### config.mk
export PLATFORM = sky130hd
export DESIGN_NAME = lnr_ram
export DESIGN_NICKNAME = d
export VERILOG_FILES = /design/src/sv/lnr_ram.sv
export SDC_FILE = /design/constraint.sdc
export NUM_CORES = 1
export LEC_CHECK = 0
export BUFFER_PORTS_ARGS = -buffer_cell sky130_fd_sc_hd__buf_2
export CAP_MARGIN = 20
export CORE_ASPECT_RATIO = 2
export CORE_UTILIZATION = 50
export CTS_BUF_LIST = sky130_fd_sc_hd__clkbuf_16
export DETAILED_ROUTE_END_ITERATION = 8
export GPL_TIMING_DRIVEN = 0
export PLACE_DENSITY_LB_ADDON = 0.2
export SYNTH_ARGS = -nofsm -noshare
export SYNTH_HDL_FRONTEND = slang
export SYNTH_SLANG_ARGS = --single-unit
### constraint.sdc
create_clock -name i_clk -period 2.5 [get_ports i_clk]
set_clock_uncertainty 0.2 [all_clocks]
set_input_delay 0 -clock i_clk [delete_from_list [all_inputs] [get_ports i_clk]]
set_output_delay 0 -clock i_clk [all_outputs]
set_load 0.01 [all_outputs]
### src/sv/lnr_ram.sv
// Generic single-port-write, single-port-read RAM with registered read.
module lnr_ram #(
    parameter int WIDTH = 16,
    parameter int DEPTH = 64
) (
    input  logic                     i_clk,
    input  logic                     i_we,
    input  logic [$clog2(DEPTH)-1:0] i_waddr,
    input  logic [WIDTH-1:0]         i_wdata,
    input  logic [$clog2(DEPTH)-1:0] i_raddr,
    output logic [WIDTH-1:0]         o_rdata
);
    logic [WIDTH-1:0] r_mem [DEPTH];
    logic [WIDTH-1:0] r_rdata;

    always_ff @(posedge i_clk) begin
        if (i_we) begin
            r_mem[i_waddr] <= i_wdata;
        end
        r_rdata <= r_mem[i_raddr];
    end

    assign o_rdata = r_rdata;
endmodule

==> flow_summary.ini <==
[run_status]
outcome = completed

[route]
routedWlPerCell_um = 33.38
drt_iter0_drc = 1933
num_vias = 19500
detail-route-antenna-nets = 0
post_drt_via_cell_ratio = 6.183
drc = 0
routed_wl_um = 105200
dr.pass1.iters = 5

[timing]
grt_setup_unrepaired = no
period_share = 0.9968
tightestPinTransition_ns = 1.153
period_needed_ns = 2.492
setup_viol = 0
relSlewSlack = 0.2292
max_freq_mhz = 401.3
hold_viol_final = 0
slew_viol_final = 0
whs_ns = 0.1116
final.setup.worst_slack_ns = 0.007964

[critical_path]
cp_cell_sequence = mux4_2 -> mux2i_2 -> a22oi_1 -> a31oi_1 -> a311oi_1
crit_required_ns = 2.80
cp-start-kind = flip-flop
rr_worst_depth = 5
endpoint_kind = flip-flop
path_class = reg2reg
path_max_fanout = 1
critPathSlowestCell = mux4_2
critPathMaxStageDelay_ns = 0.51
crit_buf_inv = 0
regToRegEndpoint = o_rdata[9]
cp_top_family = multiplexers
worstPathArrival_ns = 2.80
r2r_slack_ns = 0.008
r2r_start = r_mem[23][9]

[place]
portBuffers = 38
placed_area_mm2 = 0.04285
place_ws_ns = -0.9404
place.gp.congestion = 0.8855
dpl.hpwl_um = 73220

[layout]
layout.nets = 2078
finalCoreUtilization = 0.5774
drive_above_1_share = 0.2994
n_fill_cell = 5807
final_design_area_no_fill_mm2 = 0.04578
syn2layout_area_growth_pct = 14.32

[global_route]
met3_usage = 0.03150
use_met2 = 0.4678
antenna_found_initial = 0
grt_max_degree = 65
grt_pass1_wl_um = 148100
grt-busiest-layer = met2
grt_use_met1 = 0.3010
grt-ovfl-total = 0
grt_pass1_vias = 20520
grt_util_all_layers = 0.2649

[floorplan]
dieArea_mm2 = 0.08129
boundaryPins = 46
fp.dieH_um = 402.2
die_w_um = 202.1
start_util = 0.5051
num_rows = 146
core_area_mm2 = 0.07928

[yosys]
synth.most_common_cell = edfxtp_1
synth_area_mm2 = 0.04004
synth_seq_cells = 1040
ys_seq_area_frac = 0.7759
synthDistinctLibCells = 43
syn_area_per_cell_um2 = 21.89
ys_dominant_reg_cell = edfxtp_1
synth_warnings = 0
syn_nets = 1859
synth_top_area_cell = edfxtp_1
synthArstFlopShare = 0
yosys.area.top_type_share = 0.7679
synth_edf_count = 1024
syn_inst = 1829
synth.area.top_cells = edfxtp_1 77%, mux4_2 12%, mux2i_1 2.1%
netlist_top_cells_count = 1024 x edfxtp_1, 220 x mux4_2, 85 x mux2i_1

[power_and_ir_drop]
p_leak_nw = 14.52
power_frac_comb = 0.062
peakVddDrop_mv = 0.5313
pwr-share-seq = 0.569
internal_power_mw = 26.49
p_sw_frac = 0.2196
cellPowerDensity_mw_per_mm2 = 741.6
design_power_total_mw = 33.95
power_switching_mw = 7.456
clkPwrFrac = 0.369

[clock_network]
clk_pin_slew_worst_paths_ns = 0.07
numCtsBuffers = 84
clk_latency_ns = 0.67
clock_path_buffers = 3
htreeDepth = 3
cts_sinks = 1040
cts_tree = done
cts_root_buffer = clkbuf_16

[worst_hold_path]
hold_path_class = in2reg
hp-start = i_wdata[2]
hold_end = r_mem[29][2]
holdPathStages = 2

[flow_run]
maxCapViolations = 0
## flip-flops by register name, summed over array words and instances, names as in the netlist
name	flops
r_mem	1024
o_rdata	16
## power groups by stage
stage | clock network [mW] | logic (mW) | registers (mW)
5_1_grt | 13.3 | 2.18 | 19.3
2_1_floorplan | 0 | 0.999 | 19.7
6_report | 12.5 | 2.11 | 19.3
3_5_place_dp | 0 | 2.05 | 19.7
3_3_place_gp | 0 | 1.92 | 19.7
4_1_cts | 12.7 | 2.10 | 19.3
## routing by layer
metal,part of all wire,wire (µm),vias up
met3,0.054,5735,274
met1,0.34,35500,10270
met2,0.53,55580,850
met4,0.080,8414,0
met5,0,0,-
li1,-,-,8103
## final cells by class
cell class | count | area (µm²) | area share
Sequential cell | 1040 | 31070 | 0.6787
Buffer | 104 | 735.7 | 0.01607
Timing Repair Buffer | 133 | 1662 | 0.03630
Antenna cell | 3 | 7.507 | 0.0001640
Clock inverter | 68 | 406.6 | 0.008883
Clock buffer | 84 | 2102 | 0.04592
Multi-Input combinational cell | 685 | 8497 | 0.1856
Tap cell | 1036 | 1296 | 0.02832
## metrics by stage
step | setup TNS [ns] | std cells
floorplan | 0 | 1829
global placement | -521.97 | 2903
detailed placement | -64.34 | 2970
CTS | 0 | 3146
global route | 0 | 3150
finish | 0 | 3153
## layout by cell type, fill, tap and decap left out, types with 13 or more instances in the layout
cell           instances
buf_6                 19
buf_8                 44
mux2_2                27
clkbuf_1              24
clkinv_1              13
dlygate4sd3_1         25
inv_1                 23
mux2i_1               77
clkinv_2              21
a22oi_1               39
buf_2                 73
nor2b_1               30
nor2_2                62
edfxtp_1            1024
nand2_1               59
clkbuf_16             84
a21oi_1               17
mux4_2               220
nand3_1               24
buf_12                21
dfxtp_1               16
buf_4                 16
## how the worst max path moves through the flow
stage	from	end	slack (ns)	cells after the start
after detailed placement	i_raddr[2]	o_rdata[4]	-0.94	8
after CTS	i_raddr[2]	o_rdata[4]	0.02	8
after global placement	i_waddr[4]	r_mem[48][3]	-1.13	3
after floorplan	i_waddr[3]	r_mem[48][0]	0.27	4
after global routing	r_mem[22][15]	o_rdata[15]	0.02	5
final	r_mem[23][9]	o_rdata[9]	0.008	5
## cell families after synthesis
group / share of synthesized area
flops: 0.7759
mux: 0.1552
simple gates: 0.02647
compound gates: 0.02409
buf+inv: 0.01831
## timing repair
action / 4_1_cts / 5_1_grt
gates resized for setup: 18 / 1
endpoints found under the hold margin: 953 / 64
setup endpoints to repair: 8 / 1
gates cloned: 0 / 0
buffers inserted: 0 / 0
hold buffers: 24 / 1
Note: power is estimated with default switching activity, not from simulation.
